**config.mk**
```make
export PLATFORM = sky130hd
export DESIGN_NAME = signed_run_length_encoder_top
export DESIGN_NICKNAME = d
export VERILOG_FILES = /design/src/hw/rtl/srle_pkg.sv /design/src/hw/rtl/signed_run_length_encoder_top.sv /design/src/hw/rtl/srle_cell.sv /design/src/hw/rtl/srle_ctrl.sv
export VERILOG_INCLUDE_DIRS = /design/src /design/src/hw/rtl
export SDC_FILE = /design/constraint.sdc
export NUM_CORES = 1
export LEC_CHECK = 0
export ABC_AREA = 1
export BUFFER_PORTS_ARGS = -buffer_cell sky130_fd_sc_hd__clkbuf_2
export CORE_AREA = 2 2 294 224
export CTS_BUF_LIST = sky130_fd_sc_hd__clkbuf_8
export CTS_CLUSTER_SIZE = 40
export DETAILED_ROUTE_END_ITERATION = 8
export DIE_AREA = 0 0 296 226
export HOLD_SLACK_MARGIN = 0.15
export PLACE_DENSITY = 0.66
export SLEW_MARGIN = 25
export SYNTH_ARGS = -nofsm -noshare
export SYNTH_HDL_FRONTEND = slang
export SYNTH_SLANG_ARGS = --single-unit
```
**constraint.sdc**
```tcl
create_clock -name clk -period 4.45 [get_ports clk]
set_clock_uncertainty 0.05 [all_clocks]
set_input_delay 0.2225 -clock clk [delete_from_list [all_inputs] [get_ports clk]]
set_output_delay 0.2225 -clock clk [all_outputs]
set_load 0.01 [all_outputs]
```
**src/hw/rtl/signed_run_length_encoder_top_defines.svh**
```systemverilog
`ifndef SIGNED_RUN_LENGTH_ENCODER_TOP_DEFINES_SVH
`define SIGNED_RUN_LENGTH_ENCODER_TOP_DEFINES_SVH

// Checked only out of reset; needs clk and rst_n in scope.
`define SRLE_ASSERT(label, prop, msg) \
    label: assert property (@(posedge clk) disable iff (!rst_n) prop) else $error(msg);

// Checked at every edge, reset included.
`define SRLE_ASSERT_ALWAYS(label, prop, msg) \
    label: assert property (@(posedge clk) prop) else $error(msg);

`endif

```
**src/hw/rtl/srle_pkg.sv**
```systemverilog
package srle_pkg;

    localparam int BYTE_W        = 8;
    localparam int CNT_W         = 6;
    localparam int RUN_LIMIT_DEF = 63;

    // Per-cycle command to the literal cell chain.
    typedef struct packed {
        logic              append;
        logic              shift;
        logic [CNT_W-1:0]  idx;
        logic [BYTE_W-1:0] data;
    } cell_ctl_t;

endpackage

```
**src/hw/rtl/signed_run_length_encoder_top.sv**
```systemverilog
// Signed-count run-length encoder, one byte per input item, end of stream on s_axis_tlast.
// Repeats of two or more come out as a positive count byte then the byte; literals come out
// as count 1 (lone byte) or a negative count then the bytes. cfg_wdata sets the longest run
// (2..RUN_LIMIT, clamped); the user is to write it only while idle, the block does not enforce it.
// An item holds off input till all its result bytes enter the single output byte register;
// literal bytes drain one per cycle when not stalled, head first, from RUN_LIMIT shift cells.
// m_axis_tlast marks the last result of an item, m_axis_tuser the last result of the stream.
module signed_run_length_encoder_top #(
    parameter int RUN_LIMIT = srle_pkg::RUN_LIMIT_DEF
) (
    input  logic                        clk,
    input  logic                        rst_n,
    input  logic                        cfg_we,
    input  logic [srle_pkg::CNT_W-1:0]  cfg_wdata,     // max_run
    input  logic                        s_axis_tvalid,
    output logic                        s_axis_tready,
    input  logic [srle_pkg::BYTE_W-1:0] s_axis_tdata,  // [7:0] in_byte
    input  logic                        s_axis_tlast,  // end_of_data
    output logic                        m_axis_tvalid,
    input  logic                        m_axis_tready,
    output logic [srle_pkg::BYTE_W-1:0] m_axis_tdata,  // [7:0] out_byte
    output logic                        m_axis_tlast,  // last_of_burst
    output logic                        m_axis_tuser   // [0] stream_done
);
    import srle_pkg::*;

    cell_ctl_t         cell_ctl;
    logic [BYTE_W-1:0] cell_q [RUN_LIMIT];

    srle_ctrl #(
        .RUN_LIMIT(RUN_LIMIT)
    ) u_ctrl (
        .clk           (clk),
        .rst_n         (rst_n),
        .cfg_we        (cfg_we),
        .cfg_wdata     (cfg_wdata),
        .s_axis_tvalid (s_axis_tvalid),
        .s_axis_tready (s_axis_tready),
        .s_axis_tdata  (s_axis_tdata),
        .s_axis_tlast  (s_axis_tlast),
        .m_axis_tvalid (m_axis_tvalid),
        .m_axis_tready (m_axis_tready),
        .m_axis_tdata  (m_axis_tdata),
        .m_axis_tlast  (m_axis_tlast),
        .m_axis_tuser  (m_axis_tuser),
        .cell_head     (cell_q[0]),
        .cell_ctl      (cell_ctl)
    );

    for (genvar i = 0; i < RUN_LIMIT; i++)
    begin : g_cell
        logic [BYTE_W-1:0] nb;
        if (i == RUN_LIMIT - 1)
        begin : g_end
            assign nb = '0;
        end
        else
        begin : g_mid
            assign nb = cell_q[i+1];
        end

        srle_cell #(
            .INDEX(i)
        ) u_cell (
            .clk       (clk),
            .ctl       (cell_ctl),
            .next_byte (nb),
            .cell_byte (cell_q[i])
        );
    end

endmodule

```
**src/hw/rtl/srle_cell.sv**
```systemverilog
module srle_cell #(
    parameter int INDEX = 0
) (
    input  logic                       clk,
    input  srle_pkg::cell_ctl_t        ctl,
    input  logic [srle_pkg::BYTE_W-1:0] next_byte,
    output logic [srle_pkg::BYTE_W-1:0] cell_byte
);
    import srle_pkg::*;

    logic [BYTE_W-1:0] byte_reg;
    logic [BYTE_W-1:0] byte_next;

    // Drain moves every byte one cell toward the head; append lands at the tail index.
    always_comb
    begin
        byte_next = byte_reg;
        if (ctl.shift)
        begin
            byte_next = next_byte;
        end
        else if (ctl.append && (ctl.idx == CNT_W'(INDEX)))
        begin
            byte_next = ctl.data;
        end
    end

    always_ff @(posedge clk)
    begin
        byte_reg <= byte_next;
    end

    assign cell_byte = byte_reg;

endmodule

```
**src/hw/rtl/srle_ctrl.sv**
```systemverilog
`include "signed_run_length_encoder_top_defines.svh"

module srle_ctrl #(
    parameter int RUN_LIMIT = srle_pkg::RUN_LIMIT_DEF
) (
    input  logic                        clk,
    input  logic                        rst_n,
    input  logic                        cfg_we,
    input  logic [srle_pkg::CNT_W-1:0]  cfg_wdata,
    input  logic                        s_axis_tvalid,
    output logic                        s_axis_tready,
    input  logic [srle_pkg::BYTE_W-1:0] s_axis_tdata,
    input  logic                        s_axis_tlast,
    output logic                        m_axis_tvalid,
    input  logic                        m_axis_tready,
    output logic [srle_pkg::BYTE_W-1:0] m_axis_tdata,
    output logic                        m_axis_tlast,
    output logic                        m_axis_tuser,
    input  logic [srle_pkg::BYTE_W-1:0] cell_head,
    output srle_pkg::cell_ctl_t         cell_ctl
);
    import srle_pkg::*;

    typedef enum logic [2:0] {
        S_IDLE,
        S_REP_CNT,
        S_REP_VAL,
        S_LIT_HDR,
        S_LIT_BODY,
        S_LIT_TAIL
    } state_t;

    localparam logic [CNT_W-1:0] LIMIT_C = CNT_W'(RUN_LIMIT);
    localparam logic [CNT_W-1:0] CNT_MAX = {CNT_W{1'b1}};
    localparam logic [CNT_W-1:0] MIN_RUN = CNT_W'(2);

    state_t            state_reg, state_next;
    logic [CNT_W-1:0]  max_run_reg, max_run_next;

    // encoder state
    logic [CNT_W-1:0]  rep_cnt_reg, rep_cnt_next;
    logic [BYTE_W-1:0] rep_val_reg, rep_val_next;
    logic [BYTE_W-1:0] held_b_reg, held_b_next;
    logic              held_v_reg, held_v_next;
    logic [CNT_W-1:0]  lit_cnt_reg, lit_cnt_next;

    // emission snapshot
    logic [CNT_W-1:0]  rcnt_reg, rcnt_next;
    logic [BYTE_W-1:0] rval_reg, rval_next;
    logic [BYTE_W-1:0] hdr_reg, hdr_next;
    logic [CNT_W-1:0]  drain_reg, drain_next;
    logic              tail_v_reg, tail_v_next;
    logic [BYTE_W-1:0] tail_reg, tail_next;
    logic              rep_pend_reg, rep_pend_next;
    logic              lit_pend_reg, lit_pend_next;
    logic              end_reg, end_next;

    logic              m_valid_reg, m_valid_next;
    logic [BYTE_W-1:0] m_data_reg, m_data_next;
    logic              m_last_reg, m_last_next;
    logic              m_user_reg, m_user_next;

    // step results
    logic [CNT_W-1:0]  lim;
    logic [CNT_W-1:0]  c_rep_cnt, c_lit_cnt;
    logic [BYTE_W-1:0] c_rep_val, c_held_b;
    logic              c_held_v;
    logic              r_emit, l_emit, l_first, l_tail_v, app;
    logic [CNT_W-1:0]  r_cnt, l_drain;
    logic [BYTE_W-1:0] r_val, l_tail;
    logic [CNT_W:0]    l_n;
    logic [BYTE_W-1:0] l_hdr;

    logic              accept, out_free, out_load, out_last;
    logic [BYTE_W-1:0] out_data;

    assign accept   = s_axis_tvalid && (state_reg == S_IDLE);
    assign out_free = !m_valid_reg || m_axis_tready;

    always_comb
    begin
        if (max_run_reg < MIN_RUN)
        begin
            lim = MIN_RUN;
        end
        else if (max_run_reg > LIMIT_C)
        begin
            lim = LIMIT_C;
        end
        else
        begin
            lim = max_run_reg;
        end
    end

    // One item's effect on the encoder state and which runs it releases.
    always_comb
    begin
        c_rep_cnt = rep_cnt_reg;
        c_rep_val = rep_val_reg;
        c_held_b  = held_b_reg;
        c_held_v  = held_v_reg;
        c_lit_cnt = lit_cnt_reg;
        r_emit    = 1'b0;
        r_cnt     = rep_cnt_reg;
        r_val     = rep_val_reg;
        l_emit    = 1'b0;
        l_first   = 1'b0;
        l_drain   = lit_cnt_reg;
        l_tail_v  = 1'b0;
        l_tail    = held_b_reg;
        app       = 1'b0;
        if (rep_cnt_reg != '0)
        begin
            if (s_axis_tdata == rep_val_reg)
            begin
                c_rep_cnt = (rep_cnt_reg == CNT_MAX) ? rep_cnt_reg : rep_cnt_reg + 1'b1;
                if (c_rep_cnt >= lim)
                begin
                    r_emit    = 1'b1;
                    r_cnt     = c_rep_cnt;
                    c_rep_cnt = '0;
                end
            end
            else
            begin
                r_emit    = 1'b1;
                c_rep_cnt = '0;
                c_held_b  = s_axis_tdata;
                c_held_v  = 1'b1;
            end
        end
        else if (held_v_reg)
        begin
            if (s_axis_tdata == held_b_reg)
            begin
                // held byte repeats: literals before it go out first
                if (lit_cnt_reg != '0)
                begin
                    l_emit  = 1'b1;
                    l_first = 1'b1;
                end
                c_lit_cnt = '0;
                c_held_v  = 1'b0;
                c_rep_val = s_axis_tdata;
                c_rep_cnt = MIN_RUN;
                if (lim == MIN_RUN)
                begin
                    r_emit    = 1'b1;
                    r_cnt     = MIN_RUN;
                    r_val     = s_axis_tdata;
                    c_rep_cnt = '0;
                end
            end
            else
            begin
                if (lit_cnt_reg < LIMIT_C)
                begin
                    app       = 1'b1;
                    c_lit_cnt = lit_cnt_reg + 1'b1;
                end
                c_held_b = s_axis_tdata;
                if (({1'b0, c_lit_cnt} + 1'b1) >= {1'b0, lim})
                begin
                    l_emit    = 1'b1;
                    l_drain   = c_lit_cnt;
                    l_tail_v  = 1'b1;
                    l_tail    = s_axis_tdata;
                    c_lit_cnt = '0;
                    c_held_v  = 1'b0;
                end
            end
        end
        else
        begin
            c_held_b = s_axis_tdata;
            c_held_v = 1'b1;
            if (({1'b0, lit_cnt_reg} + 1'b1) >= {1'b0, lim})
            begin
                l_emit    = 1'b1;
                l_drain   = lit_cnt_reg;
                l_tail_v  = 1'b1;
                l_tail    = s_axis_tdata;
                c_lit_cnt = '0;
                c_held_v  = 1'b0;
            end
        end
        if (s_axis_tlast)
        begin
            if (c_rep_cnt != '0)
            begin
                r_emit = 1'b1;
                r_cnt  = c_rep_cnt;
                r_val  = c_rep_val;
            end
            if ((c_lit_cnt != '0) || c_held_v)
            begin
                l_emit   = 1'b1;
                l_drain  = c_lit_cnt;
                l_tail_v = c_held_v;
                l_tail   = c_held_b;
            end
            c_rep_cnt = '0;
            c_rep_val = '0;
            c_held_b  = '0;
            c_held_v  = 1'b0;
            c_lit_cnt = '0;
        end
    end

    // Literal header: count 1 for a lone byte, else minus the run length.
    assign l_n   = {1'b0, l_drain} + {{CNT_W{1'b0}}, l_tail_v};
    assign l_hdr = (l_n == (CNT_W+1)'(1)) ? BYTE_W'(1) : BYTE_W'(~{1'b0, l_n} + 1'b1);

    always_comb
    begin
        state_next    = state_reg;
        max_run_next  = cfg_we ? cfg_wdata : max_run_reg;
        rep_cnt_next  = rep_cnt_reg;
        rep_val_next  = rep_val_reg;
        held_b_next   = held_b_reg;
        held_v_next   = held_v_reg;
        lit_cnt_next  = lit_cnt_reg;
        rcnt_next     = rcnt_reg;
        rval_next     = rval_reg;
        hdr_next      = hdr_reg;
        drain_next    = drain_reg;
        tail_v_next   = tail_v_reg;
        tail_next     = tail_reg;
        rep_pend_next = rep_pend_reg;
        lit_pend_next = lit_pend_reg;
        end_next      = end_reg;
        out_load      = 1'b0;
        out_data      = hdr_reg;
        out_last      = 1'b0;
        cell_ctl      = '{append: 1'b0, shift: 1'b0, idx: lit_cnt_reg, data: held_b_reg};

        unique case (state_reg)
            S_IDLE:
            begin
                if (accept)
                begin
                    rep_cnt_next    = c_rep_cnt;
                    rep_val_next    = c_rep_val;
                    held_b_next     = c_held_b;
                    held_v_next     = c_held_v;
                    lit_cnt_next    = c_lit_cnt;
                    rcnt_next       = r_cnt;
                    rval_next       = r_val;
                    hdr_next        = l_hdr;
                    drain_next      = l_drain;
                    tail_v_next     = l_tail_v;
                    tail_next       = l_tail;
                    end_next        = s_axis_tlast;
                    cell_ctl.append = app;
                    // pend flags mark only the second run of the item
                    rep_pend_next   = 1'b0;
                    lit_pend_next   = 1'b0;
                    if (l_emit && l_first)
                    begin
                        state_next    = S_LIT_HDR;
                        rep_pend_next = r_emit;
                    end
                    else if (r_emit)
                    begin
                        state_next    = S_REP_CNT;
                        lit_pend_next = l_emit;
                    end
                    else if (l_emit)
                    begin
                        state_next = S_LIT_HDR;
                    end
                end
            end
            S_REP_CNT:
            begin
                out_data = BYTE_W'(rcnt_reg);
                if (out_free)
                begin
                    out_load   = 1'b1;
                    state_next = S_REP_VAL;
                end
            end
            S_REP_VAL:
            begin
                out_data = rval_reg;
                out_last = !lit_pend_reg;
                if (out_free)
                begin
                    out_load      = 1'b1;
                    lit_pend_next = 1'b0;
                    state_next    = lit_pend_reg ? S_LIT_HDR : S_IDLE;
                end
            end
            S_LIT_HDR:
            begin
                out_data = hdr_reg;
                if (out_free)
                begin
                    out_load   = 1'b1;
                    state_next = (drain_reg != '0) ? S_LIT_BODY : S_LIT_TAIL;
                end
            end
            S_LIT_BODY:
            begin
                out_data = cell_head;
                out_last = (drain_reg == CNT_W'(1)) && !tail_v_reg && !rep_pend_reg;
                if (out_free)
                begin
                    out_load       = 1'b1;
                    cell_ctl.shift = 1'b1;
                    drain_next     = drain_reg - 1'b1;
                    if (drain_reg == CNT_W'(1))
                    begin
                        if (tail_v_reg)
                        begin
                            state_next = S_LIT_TAIL;
                        end
                        else
                        begin
                            rep_pend_next = 1'b0;
                            state_next    = rep_pend_reg ? S_REP_CNT : S_IDLE;
                        end
                    end
                end
            end
            S_LIT_TAIL:
            begin
                out_data = tail_reg;
                out_last = !rep_pend_reg;
                if (out_free)
                begin
                    out_load      = 1'b1;
                    rep_pend_next = 1'b0;
                    state_next    = rep_pend_reg ? S_REP_CNT : S_IDLE;
                end
            end
            default:
            begin
                state_next = S_IDLE;
            end
        endcase

        m_valid_next = out_load ? 1'b1 : (m_axis_tready ? 1'b0 : m_valid_reg);
        m_data_next  = out_load ? out_data : m_data_reg;
        m_last_next  = out_load ? out_last : m_last_reg;
        m_user_next  = out_load ? (out_last && end_reg) : m_user_reg;
    end

    always_ff @(posedge clk or negedge rst_n)
    begin
        if (!rst_n)
        begin
            state_reg    <= S_IDLE;
            max_run_reg  <= LIMIT_C;
            rep_cnt_reg  <= '0;
            rep_val_reg  <= '0;
            held_b_reg   <= '0;
            held_v_reg   <= 1'b0;
            lit_cnt_reg  <= '0;
            rcnt_reg     <= '0;
            rval_reg     <= '0;
            hdr_reg      <= '0;
            drain_reg    <= '0;
            tail_v_reg   <= 1'b0;
            tail_reg     <= '0;
            rep_pend_reg <= 1'b0;
            lit_pend_reg <= 1'b0;
            end_reg      <= 1'b0;
            m_valid_reg  <= 1'b0;
            m_data_reg   <= '0;
            m_last_reg   <= 1'b0;
            m_user_reg   <= 1'b0;
        end
        else
        begin
            state_reg    <= state_next;
            max_run_reg  <= max_run_next;
            rep_cnt_reg  <= rep_cnt_next;
            rep_val_reg  <= rep_val_next;
            held_b_reg   <= held_b_next;
            held_v_reg   <= held_v_next;
            lit_cnt_reg  <= lit_cnt_next;
            rcnt_reg     <= rcnt_next;
            rval_reg     <= rval_next;
            hdr_reg      <= hdr_next;
            drain_reg    <= drain_next;
            tail_v_reg   <= tail_v_next;
            tail_reg     <= tail_next;
            rep_pend_reg <= rep_pend_next;
            lit_pend_reg <= lit_pend_next;
            end_reg      <= end_next;
            m_valid_reg  <= m_valid_next;
            m_data_reg   <= m_data_next;
            m_last_reg   <= m_last_next;
            m_user_reg   <= m_user_next;
        end
    end

    assign s_axis_tready = (state_reg == S_IDLE);
    assign m_axis_tvalid = m_valid_reg;
    assign m_axis_tdata  = m_data_reg;
    assign m_axis_tlast  = m_last_reg;
    assign m_axis_tuser  = m_user_reg;

    `SRLE_ASSERT(a_idle_no_pend, s_axis_tready |-> (!rep_pend_reg && !lit_pend_reg), "run left pending at idle")
    `SRLE_ASSERT(a_body_has_bytes, (state_reg == S_LIT_BODY) |-> (drain_reg != '0), "literal drain with empty chain")
    `SRLE_ASSERT(a_done_is_last, (m_axis_tvalid && m_axis_tuser) |-> m_axis_tlast, "stream end not on last item")
    `SRLE_ASSERT_ALWAYS(a_rep_min_two, rep_cnt_reg != CNT_W'(1), "repeat run of one")
    `SRLE_ASSERT(a_lit_needs_held, !held_v_reg |-> (lit_cnt_reg == '0), "stored literals without held byte")

endmodule

```
==> results of run 1 <==
-- metal layers --
layer / wire [microns] / part of all wire, %
met1: 31000 / 47
met2: 27600 / 42
met3: 5860 / 8.9
met4: 1560 / 2.4
met5: 0 / 0
-- per-stage QoR --
stage                     setup WS, ns  hold WS, ns  area, sq um
after floorplan                0.00803       -0.123        26800
after global placement          -0.182        0.301        28600
after detailed placement        -0.249        0.306        28600
after CTS                      -0.0596        0.262        30800
after global routing            -0.363        0.324        30900
final                           -0.112        0.321        30900
-- tightest hold or removal path: stages --
cell	delay [ns]
clkbuf_2	0.17
o21ai_0	0.11
dlygate4sd3_1	0.55
-- what timing repair did --
action                                 4_1_cts  5_1_grt
endpoints found under the hold margin      116        0
buffers inserted                             6        7
hold buffers                                30        0
resized for setup                           25       27
cloned                                       0        0
setup endpoints to repair                    8       12
pin swaps                                   41       36
-- power by group --
group	leakage, nW	switching, mW	internal [mW]
Clock	0.992	2.17	2.20
Combinational	7.06	6.15	2.95
Sequential	5.87	0.676	9.07
-- cells by family after synthesis --
logic type	Yosys count	synth area share [%]
mux	2	0.0845
fa+ha+maj	33	1.55
buf+inv	325	4.67
compound gates	292	6.47
flops	593	64.9
simple gates	1475	21.9
xor+xnor	13	0.427
-- synthesized netlist by cell type, drive strengths merged, types with 3 or more instances --
cell	instances	area, sq um
dfrtp	83	2080
nor2	128	546
o21ai	155	802
xor2	7	61.3
nand4	17	119
o211ai	16	120
inv	175	657
dfxtp	8	160
clkbuf	135	508
edfxtp	496	14900
clkinv	4	15.0
nand3	44	258
a22o	6	52.6
a31oi	10	62.6
buf	11	63.8
o221ai	3	26.3
o31ai	17	128
o22ai	32	200
xnor2	6	52.6
ha	33	413
nand2	1278	4860
dfstp	6	158
a221oi	8	70.1
o2111ai	3	26.3
a21oi	34	174
nor3	4	20.0
-- cell type report --
class                   instances  area (sq um)  share of cell area [%]
clock buffers                  97          1340                    4.31
inverters                     179           676                    2.18
clock inverters                68           387                    1.25
repair buffers                219          1690                    5.46
well taps                     871          1090                    3.52
multi-input cells            1815          8480                    27.4
flip-flops and latches        593         17300                    55.9
-- worst paths after layout --
path / end / from / depth (start not counted)
max: u_ctrl.hdr_reg[6] / u_ctrl.lit_cnt_reg[1] / 37
min: u_ctrl.max_run_reg[2] / cfg_we / 3
max reg2reg: u_ctrl.hdr_reg[6] / u_ctrl.lit_cnt_reg[1] / 37
min reg2reg: g_cell[62].u_cell.cell_byte[7] / g_cell[62].u_cell.cell_byte[7] / 2
max in group asynchronous: u_ctrl.max_run_reg[3] / rst_n / 4
min in group asynchronous: u_ctrl.rep_cnt_reg[5] / rst_n / 4
==> impl_metrics.csv, run 1 <==
group,metric,value,unit
status,status,"complete, but fails checks",
status,failed_checks,"setup timing",
placement,dp.final_hpwl,41800,microns
final_layout,antennaDiodeCount,0,
timing,hold_violations,0,
logic_synthesis,synth_flop_cell,"edfxtp_1",
placement,port_buffers,31,
critical_path,cp-start-kind,"flip-flop",
detailed_routing,wl_per_cell,17.2,microns
die,core_area,64300,sq um
clock_tree,numCtsBuffers,92,
global_route,grt_max_degree,180,
placement,place_inst,3634,
placement,gp_congestion,0.924,
logic_synthesis,synth_edf_count,496,
final_layout,largest_reg_flops,504,
critical_path,critPathArrivalTime,5.10,ns
logic_synthesis,ys_seq_elements,593,
pwr,leakagePower,13.9,nW
final_layout,final_core_util,48.2,%
die,die_w,296,microns
logic_synthesis,synth_nets,2786,
critical_path,crit_required,4.98,ns
final_layout,n_fill_cell,5947,
critical_path,crit_path_frequent_cell,"nand2_1",
die,initial_core_util,41.5,%
die,die_y,226,microns
clock_tree,cts_root_buf,"clkbuf_8",
detailed_routing,first_iter_violations,1938,
clock_tree,cts_tree,"done",
critical_path,critical_path_class,"reg -> reg",
timing,period_share,103,%
final_layout,drive_gt1_share,14.9,%
timing,setup_viol,7,
clock_tree,worst_skew_pair.late_latency,0.70,ns
logic_synthesis,ys_seq_area_share,64.9,%
detailed_routing,vias,19700,
critical_path,path_max_fanout,7,
detailed_routing,drtAntennaViolNets,0,
timing,fin_setup_tns,-0.626,ns
final_layout,final_common_cell,"nand2_1",
global_route,grt_usage,20.1,%
detailed_routing,drt_pass1_iterations,6,
min_path,hold_class,"in -> reg",
global_route,grt_use_met2,28.4,%
logic_synthesis,synth_area,26700,sq um
die,dieArea,66900,sq um
final_layout,layout_common_cells,"nand2_1, edfxtp_1, inv_1",
timing,slew_violations,0,
critical_path,path_buf_inv,8,
logic_synthesis,async_reset_ff_share,15.0,%
detailed_routing,totalWireLength,66000,microns
global_route,grt_antenna_before_repair,2,
global_route,grt_overflow,0,
pwr,report.power.total,23.2,mW
critical_path,crit_path_end_kind,"flip-flop",
global_route,met3_usage,5.27,%
clock_tree,cts_sinks,593,
logic_synthesis,synth_cell_types,52,
timing,max_slew_margin,39.0,%
pwr,peakVddDrop,0.384,mV
critical_path,cp_slowest_cell,"dfrtp_2",
timing,max_freq,219,MHz
die,rows,81,
global_route,grt_first_pass_wirelength,106000,microns
job,drv_cap,0,
detailed_routing,drc,0,
final_layout,final_cells,3842,
critical_path,slowest_delay,0.44,ns
timing,finalCriticalPeriod,4.56,ns
critical_path,crit_family,"simple AND/OR/NAND/NOR gates",
global_route,grt_util_met1,30.2,%
clock_tree,clk_pin_slew,0.07,ns
critical_path,r2r_slack,-0.11,ns
final_layout,nets,2953,
clock_tree,htreeDepth,3,
global_route,grt.busiest_layer,"met1",
clock_tree,cts_max_path_buffers,3,
detailed_routing,avgViaCountPerCell,5.12,
timing,rsz0062_at_grt,"yes",
logic_synthesis,postSynthAreaPerCell,9.75,sq um
pwr,p_per_area,750,nW/um^2
logic_synthesis,syn_inst,2733,
timing,worst_pin_slew,0.915,ns
final_layout,area_growth,16.1,%
global_route,first_global_vias,19200,
logic_synthesis,yosys_warnings,0,
timing,setup_slack,-0.112,ns
die,io_pins,32,
Note: power is estimated with default switching activity, not from simulation.
==> run 2: changes to the inputs <==
Settings changed: TNS_END_PERCENT set to 50.
==> run 2 against run 1 <==
  * The flow still finishes with violations (setup timing)
  * Hold slack worse by 0.0026 ns
  * First-iteration DRC count is 0.36% lower
  * Via count is 0.53% higher
  * Setup slack worse by 0.0093 ns
  * Routed wire length is 0.12% higher
  * Largest cell class unchanged
  * Flip-flop and latch count stayed put
  * Highest routed layer unchanged
  * Core utilization hardly changed
  * Final area hardly changed
  * Fmax is 0.20% lower
==> impl_metrics.csv, run 2 (synthesized netlist as in run 1, its figures left out) <==
group,metric,value,unit
status,status,"complete, but fails checks",
status,failed_checks,"setup timing",
critical_path,r2r_end,"u_ctrl.hdr_reg[6]",
timing,max_freq,219,MHz
global_route,grt_antenna_before_repair,2,
detailed_routing,drt_pass1_iterations,5,
critical_path,cp-start-kind,"flip-flop",
critical_path,r2r_slack,-0.12,ns
detailed_routing,totalWireLength,66100,microns
min_path,hold_class,"in -> reg",
die,rows,81,
die,dieArea,66900,sq um
die,io_pins,32,
critical_path,crit_required,4.99,ns
final_layout,drive_gt1_share,14.8,%
die,die_w,296,microns
clock_tree,cts_max_path_buffers,3,
detailed_routing,avgViaCountPerCell,5.15,
timing,setup_slack,-0.122,ns
timing,worst_pin_slew,0.928,ns
placement,post-place-ws,-0.249,ns
critical_path,slowest_delay,0.44,ns
final_layout,nets,2951,
min_path,hold_start,"cfg_we",
placement,gp_congestion,0.924,
timing,period_share,103,%
global_route,first_global_vias,19200,
timing,max_slew_margin,38.1,%
critical_path,critPathArrivalTime,5.11,ns
detailed_routing,drtAntennaViolNets,0,
critical_path,r2r_start,"u_ctrl.lit_cnt_reg[1]",
timing,setup_viol,8,
final_layout,largest_reg_flops,504,
critical_path,crit_path_frequent_cell,"nand2_1",
detailed_routing,drc,0,
min_path,hold_depth,3,
clock_tree,clk_pin_slew,0.07,ns
pwr,peakVddDrop,0.382,mV
min_path,min_to,"u_ctrl.max_run_reg[2]",
pwr,leakagePower,13.9,nW
timing,slew_violations,0,
final_layout,antennaDiodeCount,0,
die,die_y,226,microns
placement,dp.final_hpwl,41800,microns
detailed_routing,vias,19800,
timing,fin_setup_tns,-0.720,ns
detailed_routing,first_iter_violations,1931,
global_route,grt_first_pass_wirelength,106000,microns
critical_path,crit_path_end_kind,"flip-flop",
placement,port_buffers,31,
critical_path,path_max_fanout,7,
critical_path,cp_slowest_cell,"dfrtp_2",
critical_path,critical_path_class,"reg -> reg",
detailed_routing,wl_per_cell,17.2,microns
die,core_area,64300,sq um
final_layout,final_common_cell,"nand2_1",
clock_tree,cts_sinks,593,
clock_tree,htreeDepth,3,
critical_path,ff2ff_path_depth,37,
global_route,grt_usage,20.1,%
job,drv_cap,0,
die,initial_core_util,41.5,%
global_route,grt_max_degree,180,
clock_tree,numCtsBuffers,92,
clock_tree,cts_tree,"done",
clock_tree,worst_skew_pair.late_latency,0.70,ns
pwr,p_per_area,751,nW/um^2
final_layout,area_growth,16.0,%
clock_tree,cts_root_buf,"clkbuf_8",
timing,rsz0062_at_grt,"yes",
global_route,grt_overflow,0,
timing,finalCriticalPeriod,4.57,ns
final_layout,layout_common_cells,"nand2_1, edfxtp_1, inv_1",
timing,hold_violations,0,
run 2: per-stage QoR:
step                      util [%]  std cells  hold WS, ns  cell area, sq um  power, mW
after CTS                     47.9       3835        0.262             30800       23.1
after floorplan                  -       2733       -0.123             26800       15.1
final                         48.1       3840        0.319             30900       23.2
after global placement        44.5       3634        0.301             28600       18.1
after global routing          48.1       3840        0.324             30900       24.8
after detailed placement      44.5       3634        0.306             28600       18.3
run 2: power by group:
group	internal, mW	total (mW)	leakage, nW	switching (mW)
clock network	2.20	4.37	0.992	2.17
logic	2.94	9.11	7.06	6.17
registers	9.07	9.74	5.87	0.672
run 2: layer usage:
layer	share of wire [%]	wire length [microns]	global-route usage (%)	up-vias
li1	-	-	-	9349
met1	47	31200	30.2	9536
met2	42	27500	28.4	773
met3	8.8	5780	5.27	136
met4	2.4	1580	5.96	0
met5	0	0	0	-
run 2: worst max-delay path by stage:
stage	startpoint	end	slack, ns	cells past startpoint
6_report	u_ctrl.lit_cnt_reg[1]	u_ctrl.hdr_reg[6]	-0.12	37
2_1_floorplan	u_ctrl.lit_cnt_reg[0]	u_ctrl.hdr_reg[6]	0.008	37
3_5_place_dp	u_ctrl.lit_cnt_reg[0]	u_ctrl.hdr_reg[1]	-0.25	33
4_1_cts	u_ctrl.lit_cnt_reg[0]	u_ctrl.hdr_reg[1]	-0.06	36
3_3_place_gp	u_ctrl.lit_cnt_reg[1]	u_ctrl.hdr_reg[6]	-0.18	36
5_1_grt	u_ctrl.lit_cnt_reg[1]	u_ctrl.hdr_reg[5]	-0.37	36
run 2: worst max-delay path, delay by kind of cell (launching register included):
family | cells | cell delay, ns
fa+ha+maj | 3 | 0.62
compound gates | 6 | 0.77
simple gates | 19 | 1.65
xor+xnor | 1 | 0.16
buf+inv | 8 | 0.75
flops | 1 | 0.44
run 2: final cells by class:
| class | count | area, sq um |
|---|---|---|
| fill | 5946 | 33300 |
| inverter | 179 | 672 |
| sequential | 593 | 17300 |
| multi-input combinational | 1815 | 8480 |
| timing repair buffer | 217 | 1670 |
| tap | 871 | 1090 |
| clock inverter | 68 | 387 |
| clock buffer | 97 | 1340 |
run 2: repair_timing:
item | in CTS | in global routing
gates resized for setup | 25 | 26
endpoints found under the hold margin | 116 | 0
setup buffers | 6 | 5
endpoints found under the setup margin | 8 | 12
pin swaps | 38 | 36
hold buffers | 30 | 0
